**src/rtl/assert_macros.svh**
```systemverilog
`ifndef ASSERT_MACROS_SVH
`define ASSERT_MACROS_SVH

// same-cycle implication
`define ASSERT_IMPLY(label, clk, rst, ante, cons, msg) \
  label: assert property (@(posedge clk) disable iff (rst) (ante) |-> (cons)) \
    else $error(msg);

// next-cycle implication
`define ASSERT_NEXT(label, clk, rst, ante, cons, msg) \
  label: assert property (@(posedge clk) disable iff (rst) (ante) |=> (cons)) \
    else $error(msg);

`endif

```
**src/rtl/sha1_pkg.sv**
```systemverilog
`default_nettype none

package sha1_pkg;

  localparam int unsigned NUM_WORDS = 5;

  localparam logic [31:0] SHA1_IV [NUM_WORDS] = '{
    32'h67452301, 32'hefcdab89, 32'h98badcfe, 32'h10325476, 32'hc3d2e1f0
  };

  localparam logic [31:0] K_R0 = 32'h5a827999;
  localparam logic [31:0] K_R1 = 32'h6ed9eba1;
  localparam logic [31:0] K_R2 = 32'h8f1bbcdc;
  localparam logic [31:0] K_R3 = 32'hca62c1d6;

  localparam logic [6:0] RND_END0 = 7'd19;
  localparam logic [6:0] RND_END1 = 7'd39;
  localparam logic [6:0] RND_END2 = 7'd59;
  localparam logic [6:0] RND_LAST = 7'd79;

  localparam logic [7:0] PAD_BYTE  = 8'h80;
  localparam logic [5:0] LEN_FILL  = 6'd56;
  localparam logic [5:0] FILL_LAST = 6'd63;
  localparam logic [2:0] IDX_LAST  = 3'd4;

  typedef enum logic [1:0] {
    SEL_MSG,
    SEL_PAD,
    SEL_ZERO,
    SEL_LEN
  } byte_sel_t;

  typedef enum logic [2:0] {
    S_IDLE,
    S_PAD80,
    S_PADZ,
    S_PADLEN,
    S_DRAIN
  } ctrl_state_t;

  typedef struct packed {
    logic      put;
    byte_sel_t sel;
    logic      count_inc;
    logic      latch_len;
    logic      load_block;
    logic      finish;
  } cmd_t;

  typedef struct packed {
    logic       pending;
    logic [5:0] fill;
    logic       core_busy;
    logic       out_busy;
  } sts_t;

endpackage

`default_nettype wire

```
**src/rtl/sha1_ctrl.sv**
```systemverilog
`default_nettype none

module sha1_ctrl
  import sha1_pkg::*;
(
  input  wire logic clk,
  input  wire logic rst,
  input  wire logic in_valid,
  input  wire logic func,
  output logic      in_stall,
  input  wire sts_t sts,
  output cmd_t      cmd
);

  ctrl_state_t state, state_next;

  always_ff @(posedge clk) begin
    if (rst) begin
      state <= S_IDLE;
    end else begin
      state <= state_next;
    end
  end

  always_comb begin
    state_next = state;
    unique case (state)
      S_IDLE: begin
        if (in_valid && !sts.pending && func) state_next = S_PAD80;
      end
      S_PAD80: begin
        if (!sts.pending) state_next = S_PADZ;
      end
      S_PADZ: begin
        if (!sts.pending && sts.fill == LEN_FILL) state_next = S_PADLEN;
      end
      S_PADLEN: begin
        if (!sts.pending && sts.fill == FILL_LAST) state_next = S_DRAIN;
      end
      S_DRAIN: begin
        if (!sts.pending && !sts.core_busy && !sts.out_busy) state_next = S_IDLE;
      end
      default: state_next = S_IDLE;
    endcase
  end

  always_comb begin
    cmd            = '0;
    cmd.sel        = SEL_MSG;
    cmd.load_block = sts.pending && !sts.core_busy;
    in_stall       = (state != S_IDLE) || sts.pending;
    unique case (state)
      S_IDLE: begin
        if (in_valid && !sts.pending) begin
          if (!func) begin
            cmd.put       = 1'b1;
            cmd.count_inc = 1'b1;
          end else begin
            cmd.latch_len = 1'b1;
          end
        end
      end
      S_PAD80: begin
        cmd.put = !sts.pending;
        cmd.sel = SEL_PAD;
      end
      S_PADZ: begin
        cmd.put = !sts.pending && (sts.fill != LEN_FILL);
        cmd.sel = SEL_ZERO;
      end
      S_PADLEN: begin
        cmd.put = !sts.pending;
        cmd.sel = SEL_LEN;
      end
      S_DRAIN: begin
        cmd.finish = !sts.pending && !sts.core_busy && !sts.out_busy;
      end
      default: begin
        cmd.put = 1'b0;
      end
    endcase
  end

endmodule

`default_nettype wire

```
**src/rtl/sha1_dp.sv**
```systemverilog
`default_nettype none

module sha1_dp
  import sha1_pkg::*;
(
  input  wire logic        clk,
  input  wire logic        rst,
  input  wire logic [7:0]  data_byte,
  input  wire cmd_t        cmd,
  output sts_t             sts,
  input  wire logic        out_stall,
  output logic             out_valid,
  output logic [31:0]      digest_word,
  output logic [2:0]       word_index,
  output logic             last_word
);

  // byte gathering
  logic [511:0] blk;
  logic [5:0]   fill;
  logic         pending;
  logic [63:0]  count;
  logic [63:0]  len_sh;
  logic [7:0]   put_byte;

  // round engine
  logic [31:0] w [16];
  logic [31:0] vars [NUM_WORDS];
  logic [31:0] chain [NUM_WORDS];
  logic [6:0]  rnd;
  logic        busy;
  logic        fin;

  logic [31:0] a, b, c, d, e;
  logic [31:0] f, k, w_new, tmp;

  // result stage
  logic [159:0] dig;
  logic [2:0]   out_cnt;

  always_comb begin
    case (cmd.sel)
      SEL_MSG:  put_byte = data_byte;
      SEL_PAD:  put_byte = PAD_BYTE;
      SEL_ZERO: put_byte = 8'h00;
      SEL_LEN:  put_byte = len_sh[63:56];
      default:  put_byte = 8'h00;
    endcase
  end

  always_ff @(posedge clk) begin
    if (cmd.put) blk <= {blk[503:0], put_byte};
    if (cmd.latch_len) begin
      len_sh <= {count[60:0], 3'b000};
    end else if (cmd.put && cmd.sel == SEL_LEN) begin
      len_sh <= {len_sh[55:0], 8'h00};
    end
  end

  always_ff @(posedge clk) begin
    if (rst) begin
      fill    <= '0;
      pending <= 1'b0;
      count   <= '0;
    end else begin
      if (cmd.put) begin
        fill <= fill + 6'd1;
      end
      if (cmd.put && fill == FILL_LAST) begin
        pending <= 1'b1;
      end else if (cmd.load_block) begin
        pending <= 1'b0;
      end
      if (cmd.latch_len) begin
        count <= '0;
      end else if (cmd.count_inc) begin
        count <= count + 64'd1;
      end
    end
  end

  assign a = vars[0];
  assign b = vars[1];
  assign c = vars[2];
  assign d = vars[3];
  assign e = vars[4];

  always_comb begin
    if (rnd <= RND_END0) begin
      f = (b & c) | (d & ~b);
      k = K_R0;
    end else if (rnd <= RND_END1) begin
      f = b ^ c ^ d;
      k = K_R1;
    end else if (rnd <= RND_END2) begin
      f = (b & c) | (b & d) | (c & d);
      k = K_R2;
    end else begin
      f = b ^ c ^ d;
      k = K_R3;
    end
  end

  assign w_new = w[13] ^ w[8] ^ w[2] ^ w[0];
  assign tmp   = {a[26:0], a[31:27]} + f + e + w[0] + k;

  always_ff @(posedge clk) begin
    if (cmd.load_block) begin
      for (int i = 0; i < 16; i++) begin
        w[i] <= blk[511 - 32*i -: 32];
      end
      for (int i = 0; i < NUM_WORDS; i++) begin
        vars[i] <= chain[i];
      end
    end else if (busy) begin
      for (int i = 0; i < 15; i++) begin
        w[i] <= w[i+1];
      end
      w[15]   <= {w_new[30:0], w_new[31]};
      vars[0] <= tmp;
      vars[1] <= a;
      vars[2] <= {b[1:0], b[31:2]};
      vars[3] <= c;
      vars[4] <= d;
    end
  end

  always_ff @(posedge clk) begin
    if (rst) begin
      busy <= 1'b0;
      fin  <= 1'b0;
      rnd  <= '0;
    end else begin
      if (cmd.load_block) begin
        busy <= 1'b1;
        rnd  <= '0;
      end else if (busy) begin
        rnd <= rnd + 7'd1;
        if (rnd == RND_LAST) begin
          busy <= 1'b0;
          fin  <= 1'b1;
        end
      end
      if (fin) fin <= 1'b0;
    end
  end

  always_ff @(posedge clk) begin
    if (rst || cmd.finish) begin
      for (int i = 0; i < NUM_WORDS; i++) begin
        chain[i] <= SHA1_IV[i];
      end
    end else if (fin) begin
      for (int i = 0; i < NUM_WORDS; i++) begin
        chain[i] <= chain[i] + vars[i];
      end
    end
  end

  always_ff @(posedge clk) begin
    if (cmd.finish) begin
      dig <= {chain[0], chain[1], chain[2], chain[3], chain[4]};
    end else if (out_valid && !out_stall) begin
      dig <= {dig[127:0], 32'h0};
    end
  end

  always_ff @(posedge clk) begin
    if (rst) begin
      out_valid <= 1'b0;
      out_cnt   <= '0;
    end else if (cmd.finish) begin
      out_valid <= 1'b1;
      out_cnt   <= '0;
    end else if (out_valid && !out_stall) begin
      if (out_cnt == IDX_LAST) begin
        out_valid <= 1'b0;
      end else begin
        out_cnt <= out_cnt + 3'd1;
      end
    end
  end

  assign digest_word = dig[159:128];
  assign word_index  = out_cnt;
  assign last_word   = (out_cnt == IDX_LAST);

  assign sts.pending   = pending;
  assign sts.fill      = fill;
  assign sts.core_busy = busy || fin;
  assign sts.out_busy  = out_valid;

endmodule

`default_nettype wire

```
**src/rtl/sha1_byte_stream_hasher_unit.sv**
```systemverilog
// channel | direction | handshake           | fields
// in      | to unit   | in_valid / in_stall   | func, data_byte
// out     | from unit | out_valid / out_stall | digest_word, word_index, last_word
//
// A full 64-byte block is copied into the round engine and compressed in
// 80 rounds plus a chain update; the next block's bytes are taken
// meanwhile. Input stalls while a full block waits for the engine and
// during a finish. A finish walks padding one byte a cycle while no full
// block waits (one or two blocks), then gives five words. Reset clears
// control and chain; no clearing pass.
`default_nettype none

`include "assert_macros.svh"

module sha1_byte_stream_hasher_unit
  import sha1_pkg::*;
(
  input  wire logic        clk,
  input  wire logic        rst,
  input  wire logic        in_valid,
  output logic             in_stall,
  input  wire logic        func,
  input  wire logic [7:0]  data_byte,
  output logic             out_valid,
  input  wire logic        out_stall,
  output logic [31:0]      digest_word,
  output logic [2:0]       word_index,
  output logic             last_word
);

  cmd_t cmd;
  sts_t sts;

  sha1_ctrl u_ctrl (
    .clk      (clk),
    .rst      (rst),
    .in_valid (in_valid),
    .func     (func),
    .in_stall (in_stall),
    .sts      (sts),
    .cmd      (cmd)
  );

  sha1_dp u_dp (
    .clk         (clk),
    .rst         (rst),
    .data_byte   (data_byte),
    .cmd         (cmd),
    .sts         (sts),
    .out_stall   (out_stall),
    .out_valid   (out_valid),
    .digest_word (digest_word),
    .word_index  (word_index),
    .last_word   (last_word)
  );

  `ASSERT_IMPLY(a_no_put_full, clk, rst, cmd.put, !sts.pending, "byte put into full block")
  `ASSERT_IMPLY(a_load_idle, clk, rst, cmd.load_block, !sts.core_busy, "block load while busy")
  `ASSERT_IMPLY(a_finish_idle, clk, rst, cmd.finish, !out_valid && !sts.core_busy, "early finish")
  `ASSERT_NEXT(a_last_drops, clk, rst, out_valid && !out_stall && last_word, !out_valid, "extra item")

endmodule

`default_nettype wire

```
**config.mk**
```make
export PLATFORM = sky130hd
export DESIGN_NAME = sha1_byte_stream_hasher_unit
export DESIGN_NICKNAME = d
export VERILOG_FILES = /design/src/rtl/sha1_pkg.sv /design/src/rtl/sha1_ctrl.sv /design/src/rtl/sha1_dp.sv /design/src/rtl/sha1_byte_stream_hasher_unit.sv
export VERILOG_INCLUDE_DIRS = /design/src /design/src/rtl
export SDC_FILE = /design/constraint.sdc
export NUM_CORES = 2
export LEC_CHECK = 0
export BUFFER_PORTS_ARGS = -buffer_cell sky130_fd_sc_hd__buf_4
export CORE_ASPECT_RATIO = 1.4
export CORE_MARGIN = 8
export CORE_UTILIZATION = 60
export CTS_CLUSTER_DIAMETER = 80
export DETAILED_ROUTE_END_ITERATION = 6
export GPL_TIMING_DRIVEN = 0
export PLACE_DENSITY_LB_ADDON = 0.08
export SYNTH_ARGS = -nofsm -noshare
export SYNTH_HDL_FRONTEND = slang
export SYNTH_SLANG_ARGS = --single-unit
```
**constraint.sdc**
```tcl
create_clock -name clk -period 28.5 [get_ports clk]
set_input_delay 2.85 -clock clk [delete_from_list [all_inputs] [get_ports clk]]
set_output_delay 2.85 -clock clk [all_outputs]
set_load 0.03 [all_outputs]
```
==> flow_summary.toml <==
[status]
status = "finished clean"

[min_path]
min_from = "u_dp.blk[147]"
holdPathEnd = "u_dp.blk[155]"
worstHoldPathCells = 0
holdCritPathClass = "flop to flop"

[critical_path]
cp_max_fo = 12
slowest_stage = "a311oi_2"
cp.arrival_ns = 8.76
crit_top_cell = "inv_1"
worstSetupEndpointType = "flop"
required_ns = 29.06
slowest_delay_ns = 0.99
setup.worst_path.class = "flop to flop"
r2r-end = "u_dp.vars[0][31]"
r2r.worst_path.cells = 24
crit_path_start_kind = "flop"
rrSetupSlack_ns = 20.31
rr_startpoint = "u_dp.rnd[0]"
path_cells = "ha_1 > and3b_1 > or2_2 > a311oi_2 > inv_1 > buf_1 > o22ai_1 > nor2_1 > fa_1 > inv_1 > fa_1 > inv_1 > fa_1 > inv_1 > ha_1 > clkbuf_1 > nand4_1 > nor2b_1 > nand4_1 > o2111ai_1 > a311oi_1 > o21ai_0 > xnor2_1 > mux2_2"

[sta]
finalHoldViolations = 0
finalCriticalPeriod_ns = 8.19
setup_tns_ns = 0
fin_crit_sh_pct = 28.8
rsz0062_at_grt = "false"
tightest_slew_ns = 1.45
slew_headroom_pct = 3.62
slew_violations = 0
finalSetupViolCount = 0
clock_skew_ns = 0.0328
max_clock_freq_ghz = 0.122

[floorplanning]
ioPinCount = 51
start_util_pct = 60.5
rows = 154
fp.coreArea_sq_um = 126000
die_w_um = 317
die_h_um = 438
dieArea_sq_um = 139000

[synth]
synth_cells = 5829
synth-async-reset-ratio_pct = 0
synth.ff_latch_count = 1649
synth_top_area_share_pct = 61.7
synth_top_family_by_area = "simple AND/OR/NAND/NOR gates"
seq_area_frac_synth_pct = 63.9
synth_edf_count = 1565
synthAdderAreaFrac_pct = 6.49
muxShareOfSynthArea_pct = 7.40
synth.area.top_cells = "edfxtp_1, mux2_2, nand2_1"
synth.distinct_cells = 79
ys.flop_type = "edfxtp_1"
syn_avg_cell_area_sq_um = 13.1
synthSimpleGateAreaFrac_pct = 10.5
synth.largest_area_cell = "edfxtp_1"
syn_nets = 6166
yosys.area_share.xor_xnor_pct = 3.41
synth_compound_area_share_pct = 5.69
netlist_area_sq_um = 76200
yosys_warnings = 0

[placement]
hpwl_mm = 167
place_congestion = 0.992
io_buffers = 50

[route]
drc_errors = 0
drt-initial-drc-count = 4223
vias = 47500
vias_per_cell = 6.05
dr.pass1.iters = 5
final_antenna_net_count = 0
avgRoutedWirePerCell_um = 28.4
wl_mm = 223

[global_route]
track_usage_pct = 32.0
grt_pass1_wl_mm = 318
antenna_found_initial = 0
first_global_vias = 48000
grt-ovfl-total = 0
grt_max_degree = 72

[clocking]
cts_buffers = 157
htree_levels = 4
clock-sinks = 1649
clk_path_buf_depth = 3
path_clk_slew_ns = 0.07
cts_tree = "built"
cts_hold_buffers = 0
postCtsSetupBuffers = 0
ctsResizeCount = 0
clockRootBuffer = "clkbuf_16"
clk_latency_ns = 0.81

[power]
switchingPower_mw = 2.05
seqPwrFrac_pct = 52.6
power.total_mw = 7.35
ir_drop_mv = 0.0823
switching_share_pct = 27.8
p_clk_share_pct = 29.7
power_frac_comb_pct = 17.7
intPower_mw = 5.31
leakage_nw = 30.8
power_density_nw_per_um2 = 86.4

[finish]
n_fill_cell = 9215
drive_gt1_share_pct = 13.9
area_growth_pct = 11.7
mostFrequentLayoutCells = "edfxtp_1, nand2_1, mux2_2"
final_net_count = 6427
final_common_cell = "edfxtp_1"

[flow_run]
cap_violations = 0
==> critical path: cells and delay by family, from the launching register on <==
kind                     cells  cell delay [ns]
AO/OA/AOI/OAI                5             2.20
XOR/XNOR                     1             0.12
adder cells (fa/ha/maj)      5             2.06
buffers and inverters        6             1.53
flip-flops                   1             0.40
multiplexers                 1             0.28
AND/OR/NAND/NOR              6             1.35
==> cells by family (layout without fill, tap and decap cells) <==
kind of cell,Yosys count,count (layout)
AO/OA/AOI/OAI,676,676
XOR/XNOR,297,297
adder cells (fa/ha/maj),324,324
buffers and inverters,500,892
flip-flops,1649,1649
multiplexers,505,505
other,0,1
AND/OR/NAND/NOR,1878,1878
==> per-layer routing <==
layer	vias up	part of all wire (%)	global-route usage [%]
met1	24000	34	34.3
met4	0	9.8	25.3
met3	570	4.8	4.54
met5	-	0	0
met2	1641	51	56.1
li1	21400	-	-
==> Yosys cell counts, types with 38 or more instances <==
| master | instances |
|---|---|
| o21ai_0 | 180 |
| and2_1 | 60 |
| nand2_1 | 1231 |
| fa_1 | 119 |
| inv_1 | 261 |
| clkbuf_1 | 197 |
| a21o_1 | 77 |
| mux2i_1 | 38 |
| nor3_1 | 50 |
| edfxtp_1 | 1565 |
| ha_1 | 205 |
| mux2_2 | 467 |
| xnor2_1 | 204 |
| dfxtp_1 | 84 |
| nand3_1 | 66 |
| a21oi_1 | 176 |
| nor2_1 | 269 |
| xor2_1 | 93 |
==> stage by stage <==
step	setup WS [ns]	hold slack, ns	area, sq um	instances	util [%]
global route	20.11	0.446	85100	7859	67.5
floorplan	2.44	0.422	76200	5829	-
global placement	-9.77	0.424	78600	7517	62.4
finish	20.31	0.437	85100	7860	67.5
CTS	20.48	0.430	85100	7859	67.5
detailed placement	20.52	0.430	79800	7569	63.3
==> how the worst max path moves through the flow <==
stage | end | startpoint
floorplan | u_dp.fill[5] | u_dp.fill[0]
global placement | u_dp.fill[5] | u_dp.fill[0]
detailed placement | u_dp.vars[0][31] | u_dp.rnd[0]
CTS | u_dp.vars[0][31] | u_dp.rnd[0]
global route | u_dp.vars[0][31] | u_dp.rnd[0]
finish | u_dp.vars[0][31] | u_dp.rnd[0]
==> cell type report <==
cell class                 instances  area, sq um  share of cell area [%]
antenna                            1         2.50                 0.00294
buffer                           239         1020                    1.20
clock buffer                     196         4230                    4.98
clock inverter                    94         1080                    1.27
inverter                         261          980                    1.15
multi-input combinational       3680        25500                    30.0
sequential                      1649        48700                    57.2
tap                             1638         2050                    2.41
timing repair buffer             102         1490                    1.75
==> state kept, by name, indices dropped and copies added, names as in the netlist <==
register and flops:
u_dp.chain 160, u_dp.busy 1, u_dp.blk 512, u_dp.vars 160, u_dp.rnd 7, u_dp.word_index 3, u_ctrl.state 3, u_dp.fin 1
u_dp.count 61, u_dp.len_sh 61, u_dp.pending 1, u_dp.out_valid 1, u_dp.dig 160, u_dp.fill 6, u_dp.w 512
==> power groups by stage <==
stage	combinational, mW	clock, mW	sequential (mW)
floorplan	0.749	0	4.19
global placement	1.11	0	4.55
detailed placement	1.31	0	3.90
CTS	1.32	2.21	3.86
global route	1.39	2.29	3.91
finish	1.30	2.18	3.87
Note: power is estimated with default switching activity, not from simulation.
